**config.mk**
```make
export PLATFORM = sky130hd
export DESIGN_NAME = sob_fifo
export DESIGN_NICKNAME = d
export VERILOG_FILES = /design/src/hw/rtl/sob_pkg.sv /design/src/hw/rtl/sob_fifo.sv
export SDC_FILE = /design/constraint.sdc
export NUM_CORES = 1
export LEC_CHECK = 0
export BUFFER_PORTS_ARGS = -buffer_cell sky130_fd_sc_hd__buf_4
export CAP_MARGIN = 0
export CORE_AREA = 2 2 96 144
export CTS_BUF_LIST = sky130_fd_sc_hd__clkbuf_8 sky130_fd_sc_hd__clkbuf_16
export DETAILED_ROUTE_END_ITERATION = 16
export DIE_AREA = 0 0 98 146
export PLACE_DENSITY = 0.75
export SLEW_MARGIN = 0
export SYNTH_ARGS = -nofsm -noshare
export SYNTH_HDL_FRONTEND = slang
export SYNTH_SLANG_ARGS = --single-unit
```
**constraint.sdc**
```tcl
create_clock -name i_clk -period 5.1 [get_ports i_clk]
set_input_delay 0.765 -clock i_clk [delete_from_list [all_inputs] [get_ports i_clk]]
set_output_delay 0.765 -clock i_clk [all_outputs]
set_load 0.005 [all_outputs]
```
**src/hw/rtl/sob_pkg.sv**
```systemverilog
`timescale 1ns / 1ps

package sob_pkg;

    // Default geometry limits for the line stores and the row counter.
    localparam int MAX_WIDTH_DEF  = 2048;
    localparam int MAX_HEIGHT_DEF = 2048;

    // Field and register widths.
    localparam int DIM_W   = 12;
    localparam int THR_W   = 8;
    localparam int PIX_W   = 8;
    localparam int POS_W   = 11;
    localparam int GRAD_W  = 11;
    localparam int ABS_W   = GRAD_W - 1;
    localparam int SQ_W    = 2 * ABS_W;
    localparam int SUM_W   = SQ_W + 1;
    localparam int MAG_W   = 8;
    localparam int ROOT_SQ_W = 2 * MAG_W;
    localparam int STEP_W  = 3;
    localparam int MIN_DIM = 3;

    // Configuration register indexes.
    localparam int CFG_IDX_W = 2;
    localparam logic [CFG_IDX_W-1:0] CFG_IMAGE_WIDTH    = 2'd0;
    localparam logic [CFG_IDX_W-1:0] CFG_IMAGE_HEIGHT   = 2'd1;
    localparam logic [CFG_IDX_W-1:0] CFG_EDGE_THRESHOLD = 2'd2;

    // Register values after reset.
    localparam logic [DIM_W-1:0] IMAGE_WIDTH_RST    = 12'd640;
    localparam logic [DIM_W-1:0] IMAGE_HEIGHT_RST   = 12'd480;
    localparam logic [THR_W-1:0] EDGE_THRESHOLD_RST = 8'd64;

    // Gradient queue between the window front end and the magnitude unit.
    localparam int QUEUE_DEPTH = 4;
    localparam int QPTR_W      = $clog2(QUEUE_DEPTH);
    localparam int QCNT_W      = $clog2(QUEUE_DEPTH + 1);

    typedef logic signed [GRAD_W-1:0] t_grad;

    // One queued interior window: both gradients and where the centre sits.
    typedef struct packed {
        t_grad              grad_x;
        t_grad              grad_y;
        logic [POS_W-1:0]   row;
        logic [POS_W-1:0]   col;
        logic               last;
    } t_qent;

    // Queue status seen by the producer and the consumer.
    typedef struct packed {
        logic full;
        logic empty;
    } t_qstat;

    typedef enum logic [2:0] {
        ST_IDLE,
        ST_SQUARE,
        ST_SUM,
        ST_ROOT,
        ST_EMIT
    } t_back_state;

endpackage

```
**src/hw/rtl/sob_fifo.sv**
```systemverilog
`timescale 1ns / 1ps

module sob_fifo (
    input  logic           i_clk,
    input  logic           i_rst_n,
    input  logic           i_push,
    input  sob_pkg::t_qent i_push_data,
    input  logic           i_pop,
    output sob_pkg::t_qent o_data,
    output sob_pkg::t_qstat o_stat
);

    localparam int DEPTH = sob_pkg::QUEUE_DEPTH;
    localparam int PW    = sob_pkg::QPTR_W;
    localparam int CW    = sob_pkg::QCNT_W;

    sob_pkg::t_qent r_mem [DEPTH];
    logic [PW-1:0]  r_wr_ptr;
    logic [PW-1:0]  r_rd_ptr;
    logic [CW-1:0]  r_count;

    // Entry storage; the head is read straight from the array.
    always_ff @(posedge i_clk) begin
        if (i_push) begin
            r_mem[r_wr_ptr] <= i_push_data;
        end
    end

    // Pointers and fill count.
    always_ff @(posedge i_clk) begin
        if (!i_rst_n) begin
            r_wr_ptr <= '0;
            r_rd_ptr <= '0;
            r_count  <= '0;
        end else begin
            if (i_push) begin
                r_wr_ptr <= (32'(r_wr_ptr) == DEPTH - 1) ? '0 : r_wr_ptr + 1'b1;
            end
            if (i_pop) begin
                r_rd_ptr <= (32'(r_rd_ptr) == DEPTH - 1) ? '0 : r_rd_ptr + 1'b1;
            end
            if (i_push && !i_pop) begin
                r_count <= r_count + 1'b1;
            end else if (i_pop && !i_push) begin
                r_count <= r_count - 1'b1;
            end
        end
    end

    assign o_data       = r_mem[r_rd_ptr];
    assign o_stat.full  = (32'(r_count) == DEPTH);
    assign o_stat.empty = (r_count == '0);

`ifndef SYNTHESIS
    // The magnitude unit never takes a window that is not there.
    a_no_pop_empty: assert property (@(posedge i_clk) disable iff (!i_rst_n)
        i_pop |-> (r_count != '0))
        else $error("gradient queue popped while empty");
`endif

endmodule

```
# After elaboration in Yosys (flattened, before gate mapping)
# Memory sizes are Yosys's and may differ from the RTL's. A register that Yosys moved wholly into a read port is not among the register bits.
# Index checks and enable logic that the tools add are counted.
[totals] memories=1 ram_bits=180 output_inout_bits=47 regBits=7 in_bits=49 word_cells=25
[op_classes] add_sub_neg=4 n_reduce_logical=6 n_mux=8 n_eq_ne=3
[mem_list] name="r_mem" words=4 width=45 read_ports=1 rd_clocked_by_memory_dff=1 wr=1 line="sob_fifo.sv:17" source="sob_pkg::t_qent r_mem [DEPTH];"
[ops] op="two-way mux 2 bit" n=4
[ops] op="two-way mux 3 bit" n=2
[ops] op="adder 2 x 1 -> 2 bit, second input constant" n=2
[ops] op="equality test 2 bit, second input constant" n=2
[ops] op="adder 3 x 1 -> 3 bit, second input constant" n=1
[ops] op="equality test 3 bit, second input constant" n=1
[ops] op="zero test 3 bit" n=1
[ops] op="subtractor 3 x 1 -> 3 bit, second input constant" n=1
[ops] op="logical AND 1 bit" n=2
[ops] op="zero test 1 bit" n=2
[ops] op="two-way mux 1 bit" n=2
[ops] op="nonzero test 2 bit" n=1

# Longest topological paths before layout
[logic_depth] ltp_word=4 mapped_depth=7 depth_no_buf=7

# Worst setup path before layout
# No wires, ideal clock.
[synth_timing] path_kind="input-to-reg" start="input i_push" end="memory r_mem[0][0] (netlist bit) (enable)" n_path_buf=0 setup_ps=407 stages=1 t_required_ps=4693 setup_slack_ps=2845 arrival_ps=1848 path_cell_list="and2_1"
[synth_via] elab_chain_len=2
[synth_rtl] item="start: declaration" line="sob_fifo.sv:6" source="input logic i_push,"
[synth_rtl] item="two-way mux 1 bit" line="sob_fifo.sv:24" source="if (i_push) begin"
[synth_rtl] item="two-way mux 1 bit (not written as such)" line="sob_fifo.sv:25" source="r_mem[r_wr_ptr] <= i_push_data;"
[synth_rtl] item="end: declaration" line="sob_fifo.sv:17"
# Every way passes these cells.

==> reports/results.tsv <==
stage	metric	value	unit
status	status	finished clean	
synth	top cell type's share of synthesized area	77.1	%
floorplan	Die Wd	98	um
floorplan	Die ar.	0.0143	mm2
timing	Final setup viols	0	
cts	Hold Buf Count CTS	0	
power	sequential share of power	55.0	%
finish	Layout area overhead	19.8	%
synth	post-synthesis sequential area ratio	79.7	%
finish	fraction of layout cells with a size suffix above 1	44.1	%
global_route	largest net degree at the start of global routing	46	
cts	H-tree levels	4	
worst_hold_path	Min-Delay Path Class	flip-flop to flip-flop	
detailed_routing	number of DRC violations after detailed-routing iteration 0	188	
timing	RSZ-0062 raised after global routing	false	
critical_path	Worst Path Class, Setup	flip-flop to primary output	
finish	layout net count	444	
synth	Synth area leader	edfxtp_1	
critical_path	Worst Setup Start Kind	flip-flop	
critical_path	worst-path fanout max	45	
power	switch share	20.9	%
timing	Setup Skew	0.0110	ns
detailed_routing	final WL	11.6	mm
finish	Final Non-Filler Cells	560	
cts	clock tree buffer depth	2	
detailed_routing	Vias	3090	
cts	Skew-Pair Late Insertion Delay	0.42	ns
power	clock network power share	36.5	%
global_route	vias in the first global route	3278	
timing	Least-Margin Pin Slew	0.909	ns
critical_path	CP endpoint kind	primary output	
timing	f_max	0.334	GHz
placed_design	HPWL Detailed	6.90	mm
worst_hold_path	Worst Hold Depth	2	
floorplan	Initial Util	54.1	%
cts	Reg clk slew, reported paths	0.06	ns
timing	worst hold slack	0.522	ns
cts	post_cts resized	0	
global_route	initial antenna violation count	0	
critical_path	worst r2r path cells	3	
placed_design	placed cell count	528	
finish	Antenna Cells	0	
cts	CTS sink cnt	189	
synth	Synth warnings	0	
synth	Mapped Area	0.00701	mm2
cts	Root Driver	clkbuf_16	
power	Gate power share	8.6	%
power	internal power	2610	uW
placed_design	GP Congestion	0.664	
finish	most frequent cells in the layout	edfxtp_1, buf_4, mux4_2	
timing	period utilization	58.7	%
job	max_cap viols	0	
floorplan	IO Pins	96	
detailed_routing	post-route ant nets	0	
global_route	GRT Total Usage	17.1	%
detailed_routing	Avg WL per Cell	20.7	um
global_route	first-pass GRT wire length	18.1	mm
power	switching pwr	691	uW
synth	Mapped Cells	279	
power	Max VDD drop	0.240	mV
synth	top cells by area, synth	edfxtp_1, mux4_2, dfxtp_1, mux4_1, buf_12	
timing	max-slew violations	0	
power	PD cells	393	mW/mm2
timing	Final Hold Viols	0	
detailed_routing	First-pass DRT Iterations	4	
timing	fin crit period	2.99	ns
critical_path	CP Data Arrival Time	2.23	ns
synth	syn nets	335	
placed_design	IO Port Bufs	95	
synth	Yosys reg bits	189	
cts	Setup Fix Bufs, Post-CTS	0	
critical_path	CP Data Required Time	4.34	ns
power	leak pwr	0.00289	uW
detailed_routing	drc violations	0	
floorplan	FP Rows	51	
timing	Fin Setup TNS	0	ns
timing	Slew headroom	39.4	%
cts	CTS tree	built	
synth	post-synthesis cell type count	23	
detailed_routing	Vias/cell	5.52	
global_route	total congestion overflow	0	
power	overall power	3300	uW
floorplan	core area	0.0130	mm2
finish	Filler cells	866	
cts	cts bufs inserted	17	
finish	most common cell after layout, fill and taps aside	edfxtp_1	
floorplan	die height	146	um
synth	syn avg cell area	25.1	um2
-- sequential cells by signal, indices dropped and copies added (netlist names), named ones only --
| register | flops |
|---|---|
| r_count | 3 |
| r_wr_ptr | 2 |
| r_rd_ptr | 2 |
| r_mem | 180 |
-- worst max-delay path: stages (launching register included) --
cell and delay [ns]:
dfxtp_4 0.95, mux4_1 0.69, buf_4 0.16
-- final cells by class --
class | instances | area [um2] | share of cell area, %
clock buffer | 17 | 425 | 5.06
clock inverter | 15 | 123 | 1.46
inverter | 4 | 15.0 | 0.179
multi-input combinational | 76 | 1300 | 15.5
sequential | 189 | 5590 | 66.5
tap | 159 | 199 | 2.37
timing repair buffer | 100 | 751 | 8.93
-- stage by stage --
stage / utilization [%] / cell area [um2] / setup slack (ns)
final: 64.9 / 8400 / 2.11
after global routing: 64.9 / 8400 / 1.93
after CTS: 64.9 / 8400 / 2.03
after detailed placement: 60.6 / 7860 / 2.49
after global placement: 60.6 / 7860 / 2.48
after floorplan: - / 7010 / 2.85
-- cells in the mapped netlist (all sizes together) --
cell type,count
o21a,1
nor3b,1
o21ai,1
buf,9
dfxtp,9
inv,4
nor2b,5
and2,5
edfxtp,180
xor2,1
mux4,45
nor2,1
ha,6
or3,1
fa,1
clkbuf,1
mux2i,4
nor3,2
a21boi,1
xnor2,1
-- worst paths after layout --
| check | slack (ns) | endpoint | startpoint |
|---|---|---|---|
| worst min register to register | 0.52 | r_count[2]$_SDFFE_PN0P_ | r_count[2]$_SDFFE_PN0P_ |
| worst min-delay path | 0.52 | r_count[2]$_SDFFE_PN0P_ | r_count[2]$_SDFFE_PN0P_ |
| worst max-delay path | 2.11 | o_data[37] | flip-flop |
| worst max register to register | 3.14 | r_mem[3][23]$_DFFE_PP_ | r_wr_ptr[0]$_SDFFE_PN0P_ |
-- kinds of logic after synthesis --
logic type	synth area share, %
flops	79.7
compound gates	0.286
fa+ha+maj	1.36
simple gates	1.28
xor+xnor	0.250
buf+inv	1.87
mux	15.3
-- power groups by stage --
stage	clock, uW	combinational, uW	sequential (uW)
after detailed placement	0	290	1850
after CTS	1230	291	1820
after global placement	0	283	1850
after floorplan	0	162	1820
final	1200	284	1820
after global routing	1300	306	1820
-- layer usage --
| layer | vias to the layer above | part of all wire [%] | global-route usage (%) | routed length (um) |
|---|---|---|---|---|
| met3 | 9 | 4.4 | 5.09 | 509 |
| met1 | 1611 | 40 | 20.6 | 4590 |
| met4 | 0 | 1.0 | 5.83 | 119 |
| met5 | - | 0 | 0 | 0 |
| li1 | 1400 | - | - | - |
| met2 | 70 | 55 | 29.6 | 6360 |
Note: power is estimated with default switching activity, not from simulation.
