File: src/hw/rtl/sob_pkg.sv
`timescale 1ns / 1ps

package sob_pkg;

    // Default geometry limits for the line stores and the row counter.
    localparam int MAX_WIDTH_DEF  = 2048;
    localparam int MAX_HEIGHT_DEF = 2048;

    // Field and register widths.
    localparam int DIM_W   = 12;
    localparam int THR_W   = 8;
    localparam int PIX_W   = 8;
    localparam int POS_W   = 11;
    localparam int GRAD_W  = 11;
    localparam int ABS_W   = GRAD_W - 1;
    localparam int SQ_W    = 2 * ABS_W;
    localparam int SUM_W   = SQ_W + 1;
    localparam int MAG_W   = 8;
    localparam int ROOT_SQ_W = 2 * MAG_W;
    localparam int STEP_W  = 3;
    localparam int MIN_DIM = 3;

    // Configuration register indexes.
    localparam int CFG_IDX_W = 2;
    localparam logic [CFG_IDX_W-1:0] CFG_IMAGE_WIDTH    = 2'd0;
    localparam logic [CFG_IDX_W-1:0] CFG_IMAGE_HEIGHT   = 2'd1;
    localparam logic [CFG_IDX_W-1:0] CFG_EDGE_THRESHOLD = 2'd2;

    // Register values after reset.
    localparam logic [DIM_W-1:0] IMAGE_WIDTH_RST    = 12'd640;
    localparam logic [DIM_W-1:0] IMAGE_HEIGHT_RST   = 12'd480;
    localparam logic [THR_W-1:0] EDGE_THRESHOLD_RST = 8'd64;

    // Gradient queue between the window front end and the magnitude unit.
    localparam int QUEUE_DEPTH = 4;
    localparam int QPTR_W      = $clog2(QUEUE_DEPTH);
    localparam int QCNT_W      = $clog2(QUEUE_DEPTH + 1);

    typedef logic signed [GRAD_W-1:0] t_grad;

    // One queued interior window: both gradients and where the centre sits.
    typedef struct packed {
        t_grad              grad_x;
        t_grad              grad_y;
        logic [POS_W-1:0]   row;
        logic [POS_W-1:0]   col;
        logic               last;
    } t_qent;

    // Queue status seen by the producer and the consumer.
    typedef struct packed {
        logic full;
        logic empty;
    } t_qstat;

    typedef enum logic [2:0] {
        ST_IDLE,
        ST_SQUARE,
        ST_SUM,
        ST_ROOT,
        ST_EMIT
    } t_back_state;

endpackage

File: src/hw/rtl/sob_back.sv
`timescale 1ns / 1ps

module sob_back (
    input  logic                        i_clk,
    input  logic                        i_rst_n,
    input  logic [sob_pkg::THR_W-1:0]   i_edge_threshold,
    input  sob_pkg::t_qstat             i_qstat,
    input  sob_pkg::t_qent              i_qdata,
    output logic                        o_pop,
    output logic                        o_res_valid,
    input  logic                        i_res_ready,
    output logic [sob_pkg::MAG_W-1:0]   o_magnitude,
    output logic                        o_is_edge,
    output logic [sob_pkg::POS_W-1:0]   o_centre_row,
    output logic [sob_pkg::POS_W-1:0]   o_centre_col,
    output logic                        o_frame_last
);

    localparam int AW   = sob_pkg::ABS_W;
    localparam int SQW  = sob_pkg::SQ_W;
    localparam int SMW  = sob_pkg::SUM_W;
    localparam int MW   = sob_pkg::MAG_W;
    localparam int RSW  = sob_pkg::ROOT_SQ_W;
    localparam int STW  = sob_pkg::STEP_W;
    localparam int PSW  = sob_pkg::POS_W;
    localparam int THW  = sob_pkg::THR_W;

    sob_pkg::t_back_state r_state;
    sob_pkg::t_back_state n_state;

    logic [AW-1:0]      r_ax;
    logic [AW-1:0]      r_ay;
    logic [PSW-1:0]     r_row;
    logic [PSW-1:0]     r_col;
    logic               r_last;
    logic [SQW-1:0]     r_sqx;
    logic [SQW-1:0]     r_sqy;
    logic [2*THW-1:0]   r_thr_sq;
    logic [SMW-1:0]     r_sum;
    logic [MW-1:0]      r_root;
    logic [STW-1:0]     r_step;
    logic               r_edge;
    logic               r_out_valid;
    logic [MW-1:0]      r_out_mag;
    logic               r_out_edge;
    logic [PSW-1:0]     r_out_row;
    logic [PSW-1:0]     r_out_col;
    logic               r_out_last;
    logic               load_out;
    logic [MW-1:0]      trial;
    logic [RSW-1:0]     trial_sq;
    sob_pkg::t_grad     neg_x;
    sob_pkg::t_grad     neg_y;

    assign neg_x    = -i_qdata.grad_x;
    assign neg_y    = -i_qdata.grad_y;
    assign trial    = r_root | (MW'(1) << r_step);
    assign trial_sq = RSW'(trial) * RSW'(trial);

    // Sequencer: take a window, square, add, eight root steps, hand off.
    always_comb begin
        n_state  = r_state;
        o_pop    = 1'b0;
        load_out = 1'b0;
        unique case (r_state)
            sob_pkg::ST_IDLE: begin
                if (!i_qstat.empty) begin
                    o_pop   = 1'b1;
                    n_state = sob_pkg::ST_SQUARE;
                end
            end
            sob_pkg::ST_SQUARE: begin
                n_state = sob_pkg::ST_SUM;
            end
            sob_pkg::ST_SUM: begin
                n_state = sob_pkg::ST_ROOT;
            end
            sob_pkg::ST_ROOT: begin
                if (r_step == '0) begin
                    n_state = sob_pkg::ST_EMIT;
                end
            end
            sob_pkg::ST_EMIT: begin
                if (!r_out_valid || i_res_ready) begin
                    load_out = 1'b1;
                    n_state  = sob_pkg::ST_IDLE;
                end
            end
            default: begin
                n_state = sob_pkg::ST_IDLE;
            end
        endcase
    end

    always_ff @(posedge i_clk) begin
        if (!i_rst_n) begin
            r_state <= sob_pkg::ST_IDLE;
        end else begin
            r_state <= n_state;
        end
    end

    // Datapath: absolute gradients, squares, sum, bit-by-bit square root.
    always_ff @(posedge i_clk) begin
        if (o_pop) begin
            r_ax   <= i_qdata.grad_x[sob_pkg::GRAD_W-1] ? AW'(neg_x) : AW'(i_qdata.grad_x);
            r_ay   <= i_qdata.grad_y[sob_pkg::GRAD_W-1] ? AW'(neg_y) : AW'(i_qdata.grad_y);
            r_row  <= i_qdata.row;
            r_col  <= i_qdata.col;
            r_last <= i_qdata.last;
        end
        if (r_state == sob_pkg::ST_SQUARE) begin
            r_sqx    <= SQW'(r_ax) * SQW'(r_ax);
            r_sqy    <= SQW'(r_ay) * SQW'(r_ay);
            r_thr_sq <= (2*THW)'(i_edge_threshold) * (2*THW)'(i_edge_threshold);
        end
        if (r_state == sob_pkg::ST_SUM) begin
            r_sum  <= SMW'(r_sqx) + SMW'(r_sqy);
            r_root <= '0;
            r_step <= STW'(MW - 1);
        end
        if (r_state == sob_pkg::ST_ROOT) begin
            if (SMW'(trial_sq) <= r_sum) begin
                r_root <= trial;
            end
            r_step <= r_step - 1'b1;
            r_edge <= r_sum > SMW'(r_thr_sq);
        end
    end

    // Output register: holds one result while the next window is worked on.
    always_ff @(posedge i_clk) begin
        if (!i_rst_n) begin
            r_out_valid <= 1'b0;
        end else if (load_out) begin
            r_out_valid <= 1'b1;
        end else if (i_res_ready) begin
            r_out_valid <= 1'b0;
        end
    end

    always_ff @(posedge i_clk) begin
        if (load_out) begin
            // Sums of 65536 and more have a root beyond the 8-bit range.
            r_out_mag  <= (r_sum[SMW-1:RSW] != '0) ? '1 : r_root;
            r_out_edge <= r_edge;
            r_out_row  <= r_row;
            r_out_col  <= r_col;
            r_out_last <= r_last;
        end
    end

    assign o_res_valid  = r_out_valid;
    assign o_magnitude  = r_out_mag;
    assign o_is_edge    = r_out_edge;
    assign o_centre_row = r_out_row;
    assign o_centre_col = r_out_col;
    assign o_frame_last = r_out_last;

`ifndef SYNTHESIS
    // A result appears only after the root steps have finished.
    a_result_from_emit: assert property (@(posedge i_clk) disable iff (!i_rst_n)
        $rose(r_out_valid) |-> ($past(r_state) == sob_pkg::ST_EMIT))
        else $error("result loaded outside of the hand-off step");
`endif

endmodule

File: config.mk
export PLATFORM = sky130hd
export DESIGN_NAME = sob_back
export DESIGN_NICKNAME = d
export VERILOG_FILES = /design/src/hw/rtl/sob_pkg.sv /design/src/hw/rtl/sob_back.sv
export SDC_FILE = /design/constraint.sdc
export NUM_CORES = 1
export LEC_CHECK = 0
export ABC_AREA = 1
export BUFFER_PORTS_ARGS = -buffer_cell sky130_fd_sc_hd__buf_2
export CORE_ASPECT_RATIO = 1.2
export CORE_UTILIZATION = 57
export CTS_CLUSTER_DIAMETER = 80
export DETAILED_ROUTE_END_ITERATION = 10
export GPL_TIMING_DRIVEN = 0
export PLACE_DENSITY = 0.78
export SLEW_MARGIN = 0
export SYNTH_ARGS = -nofsm -noshare
export SYNTH_HDL_FRONTEND = slang
export SYNTH_SLANG_ARGS = --single-unit
export TNS_END_PERCENT = 1
File: constraint.sdc
create_clock -name i_clk -period 5.7 [get_ports i_clk]
set_clock_uncertainty 0.15 [all_clocks]
set_input_delay 0.57 -clock i_clk [delete_from_list [all_inputs] [get_ports i_clk]]
set_output_delay 0.57 -clock i_clk [all_outputs]
set_load 0.02 [all_outputs]
Word-level counts from Yosys, hierarchy flattened
Cells that the tools add are included.
- shift operators: 1
- reduce and logical (&&, ||, !) cells: 8
- multiplexer cells: 17
- bitwise gates (word level): 1
- magnitude comparators: 2
- $mul: 4
- equality and inequality tests: 7
- add/subtract/negate cells: 4
- operator list (kind ; count):
    $mul 10x10->20 ; 2
    $mul 8x8->16 ; 2
    $mux 8 ; 3
    $add 20x20->21 ; 1
    $gt 21x16->1 ; 1
    $le 16x21->1 ; 1
    $mux 10 ; 2
    $neg 10->10 ; 2
    $mux 3 ; 5
    $pmux 3 s5 ; 1
    $or 8x8->8 ; 1
    $shl 1x3->8 const A ; 1
    $eq 3x2->1 const B ; 2
    $logic_not 3->1 ; 2
    $mux 1 ; 6
    $ne 2x2->1 const B ; 3
    $reduce_bool 5->1 ; 1
    $reduce_bool 2->1 ; 2
    $eq 3x1->1 const B ; 1
    $eq 3x3->1 const B ; 1
    $reduce_and 3->1 ; 1
    $sub 3x1->3 const B ; 1
    $logic_not 1->1 ; 1
    $logic_or 1x1->1 ; 1
- flip-flop bits (word level): 168
- logic and storage cells: 63
- output and inout port bits: 34
- input port bits: 58

Depth between registers and ports, before layout
- depth in word-level cells: 6
- mapped depth: 31
- mapped depth without buffers: 31

Least setup slack after synthesis
Ideal clock, no wire load.
- path kind: register to register
- start: reg r_step[0]
- end: reg r_root[4]
- cell stages (with the launch flop): 27
- path slack: 0.214 ns
- buffers on the path: 0
- data arrival time: 5.223 ns
- data required time: 5.437 ns
- library setup time: 0.113 ns
- clock period less this slack: 5.486 ns
- cell sequence: edfxtp_1 -> inv_1 -> ha_1 -> a21oi_1 -> inv_1 -> nand2_1 -> inv_1 -> fa_1 -> fa_1 -> inv_1 -> fa_1 -> fa_1 -> inv_1 -> ha_1 -> a21oi_1 -> o21ai_0 -> nand2_1 -> nand4_1 -> xnor2_1 -> ha_1 -> nand3_1 -> nor3_1 -> nand3_1 -> nand3_2 -> nand2_4 -> nand2_1 -> nand2_1
- longest elaborated chain between the ends: 6
- ends and longest elaborated chain (item ; line ; RTL):
    start, declared ; sob_back.sv:41 ; logic [STW-1:0] r_step;
    start signal, assigned ; sob_back.sv:120 ; r_step <= STW'(MW - 1);
    start signal, assigned ; sob_back.sv:126 ; r_step <= r_step - 1'b1;
    $shl 1x3->8 (*) ; sob_back.sv:57 ; assign trial = r_root | (MW'(1) << r_step);
    $or 8x8->8 (*) ; sob_back.sv:57 ;
    $mul 8x8->16 ; sob_back.sv:58 ; assign trial_sq = RSW'(trial) * RSW'(trial);
    $le 16x21->1 ; sob_back.sv:123 ; if (SMW'(trial_sq) <= r_sum) begin
    $mux 8 (*) ; sob_back.sv:123 ;
    $mux 8 (*) ; sob_back.sv:122 ; if (r_state == sob_pkg::ST_ROOT) begin
    end signal, assigned ; sob_back.sv:124 ; r_root <= trial;
    end, declared ; sob_back.sv:40 ; logic [MW-1:0] r_root;
Mark *: on every way between the ends. The rest lies on a longest branch, timed or not.
A chain may end at the register's enable or synchronous reset.

Worst setup path in the final report
- start: reg r_step[0]
- end: reg r_root[3]
Same word-level chain as after synthesis.

==> run_results.csv <==
group,metric,value,unit
global_routing,antenna_found_initial,0,
clock_network,insertion_delay,430,ps
worst_setup_path,critPathTopFamily,"adder cells",
synthesis,syn-num-nets,2361,
global_routing,grt_util_met3,2.26,%
synthesis,syn_area,16800,µm²
drt,vias_per_cell,5.09,
worst_setup_path,timing.rr.end,"r_root[3]",
worst_setup_path,critPathKind,"flop to flop",
clock_network,clkSinkCount,165,
cells_and_area,syn_to_final_growth,12.5,%
floorplanning,initial_core_util,58.1,%
timing,worst_pin_slew,1040,ps
worst_hold_path,min_path_cells,1,
synthesis,yosys-top-cells-area,"edfxtp_1 (27%), fa_1 (17%), ha_1 (16%)",
placed_design,dp_hpwl,27.6,mm
worst_setup_path,critPathSlowestCell,"fa_1",
placed_design,post-place-ws,-451,ps
cells_and_area,seq_area,4830,µm²
timing,min_period_over_period,99.4,%
timing,finalCriticalPeriod,5660,ps
worst_setup_path,rr_startpoint,"r_step[0]",
clock_network,postCtsHoldBufs,0,
global_routing,grt_util_all_layers,23.9,%
worst_setup_path,crit_path_max_fanout,8,
timing,hold_viol_final,0,
worst_setup_path,path_buf_inv,4,
worst_setup_path,cp-end-kind,"flop",
timing,slew_headroom,30.7,%
drt,dr_total_vias,12700,
cells_and_area,drive_above_1_share,11.4,%
synthesis,syn_inst,1951,
floorplanning,die-area,30100,µm²
placed_design,place_congestion,0.892,
run_status,outcome,"completed",
worst_setup_path,reg2reg_depth,26,
drt,drt-initial-drc-count,599,
pwr,p_leak,10.2,nW
clock_network,cts_root_buffer,"clkbuf_16",
global_routing,grt_max_degree,37,
synthesis,syn_area_per_cell,8.59,µm²
clock_network,htreeDepth,4,
floorplanning,design.core.area,28800,µm²
timing,whs,163,ps
drt,drcViolationCount,0,
drt,wl_per_cell,13.9,µm
floorplanning,rows,68,
synthesis,yosysSeqAreaShare,28.9,%
synthesis,synthArstFlopShare,0,%
timing,rsz0062_at_grt,"true",
timing,fin_ws,36.3,ps
clock_network,cts_tree,"yes",
worst_setup_path,critPathLaunchType,"flop",
worst_setup_path,crit_cells,26,
synthesis,synth-edff-count,153,
synthesis,synthTopCellsByCount,"inv_1 (454), nand2_1 (446), ha_1 (210)",
synthesis,yosys_warnings,0,
global_routing,met1_usage,27.6,%
drt,dr.pass1.iters,7,
global_routing,grt_pass1_vias,12800,
global_routing,busiest_layer,"met2",
cells_and_area,fillers,2328,
drt,detail-route-antenna-nets,0,
floorplanning,die_h,190,µm
global_routing,grt_pass1_wl,57.3,mm
placed_design,placed_cells_incl_taps,2431,
worst_setup_path,cpMostUsedCell,"fa_1",
pwr,p_total,10.1,mW
clock_network,cts.clk_slew.worst_paths,70,ps
synthesis,synthDominantCellAreaShare,27.4,%
worst_setup_path,cp.arrival,5830,ps
floorplanning,ios,92,
synthesis,synth-seq-cells,165,
synthesis,synthDistinctLibCells,41,
worst_hold_path,hold_end,"r_col[8]",
synthesis,synth_flop_cell,"edfxtp_1",
worst_hold_path,hold_class,"input port to flop",
cells_and_area,layout.nets,2498,
worst_setup_path,rrSetupSlack,40,ps
synthesis,yosys.cell_count.top_type,"inv_1",
placed_design,port_buffers,86,
cells_and_area,multi_input_area,10300,µm²
global_routing,gr-total-overflow,0,
clock_network,clk_path_buf_depth,2,
worst_setup_path,worst_ep_required_time,5870,ps
drt,routed_wl,34.5,mm
worst_setup_path,max_stage_delay,550,ps
timing,drv_slew,0,
synthesis,yosysTopAreaCell,"edfxtp_1",
cells_and_area,diodes,0,
pwr,p_per_area,534,nW/µm²
cells_and_area,utilization,65.4,%
worst_hold_path,hold_start,"i_qdata[9]",
timing,fmax,177,MHz
cells_and_area,final_cells,2486,
global_routing,global_route.usage.met2,46.2,%
timing,setup_violations,0,
job,maxCapViolations,0,
clock_network,numCtsBuffers,17,
floorplanning,die_x,159,µm
pwr,irDropWorstVdd,417,µV
-- placed cells by master, fill, tap and decap left out, drive strengths merged, types with 3 or more instances in the layout --
cell type,netlist,final
a21boi,3,3
a21o,10,10
a21oi,85,85
buf,5,122
clkbuf,29,46
clkinv,0,6
clkinvlp,0,3
dfxtp,12,12
edfxtp,153,153
fa,142,142
ha,210,210
inv,459,465
nand2,457,457
nand3,74,74
nand3b,5,5
nand4,9,9
nor2,130,130
nor3,19,19
nor4,6,6
o21a,4,4
o21ai,27,27
o21bai,8,8
or2,3,3
xnor2,32,32
xor2,62,62
-- logic make-up (layout without fill, tap and decap cells) --
| group | Yosys count | after routing | synth area share (%) |
|---|---|---|---|
| and+or+nand+nor | 705 | 705 | 17.3 |
| buffers and inverters | 493 | 643 | 11.2 |
| adders and majority gates | 352 | 352 | 32.6 |
| DFF | 165 | 165 | 28.9 |
| AOI/OAI and AO/OA | 140 | 140 | 4.94 |
| xor gates and xnor gates | 94 | 94 | 4.91 |
| muxes | 2 | 2 | 0.134 |
-- per-layer routing --
layer / routed length (µm) / vias up / part of all wire [%]
li1: - / 6329 / -
met1: 13500 / 6037 / 39
met2: 19300 / 246 / 56
met3: 990 / 51 / 2.9
met4: 657 / 0 / 1.9
met5: 0 / - / 0
-- power by group --
| part | internal, mW | total (mW) | leakage (nW) | switching, mW |
|---|---|---|---|---|
| Combinational | 2.56 | 6.84 | 8.45 | 4.27 |
| Sequential | 1.94 | 2.06 | 1.51 | 0.117 |
| Clock | 0.631 | 1.17 | 0.292 | 0.536 |
| Total | 5.13 | 10.1 | 10.2 | 4.93 |
-- final cells by class --
class                      instances  area share, %
multi-input combinational       1293           54.8
sequential                       165           25.6
inverter                         459           9.18
timing repair buffer             117           3.71
tap                              385           2.56
clock buffer                      17           2.26
clock inverter                    15          0.982
buffer                            34          0.856
timing repair inverter             1         0.0265
-- registers in the layout, summed over array words and instances (netlist names), 3 cells and up --
signal and cells:
r_ax 10, r_sum 21, r_ay 10, r_sqy 19, o_magnitude 8, r_thr_sq 15, r_state 3, r_col 11
r_step 3, o_centre_row 11, r_row 11, o_centre_col 11, r_sqx 19, r_root 8
-- stage by stage --
stage / setup TNS, ps / area (µm²)
floorplan: 0 / 16800
global placement: -10730 / 17700
detailed placement: -3530 / 17800
CTS: 0 / 18500
global route: -1430 / 18900
finish: 0 / 18900
-- worst max path at each step --
stage          startpoint  slack, ps         to
2_1_floorplan   r_step[0]        210  r_root[4]
3_3_place_gp   i_qstat[0]       -850      o_pop
3_5_place_dp    r_step[0]       -450  r_root[6]
4_1_cts         r_step[0]         10  r_root[3]
5_1_grt         r_step[1]       -200  r_root[3]
6_report        r_step[0]         40  r_root[3]
-- repair_timing --
item                                    4_1_cts  5_1_grt
endpoints found under the setup margin        8        8
gates cloned                                  0        1
buffers inserted                              4       18
pin swaps                                     4       33
endpoints found under the hold margin         0        0
resized for setup                            20       48
(Power assumes the default switching activity.)
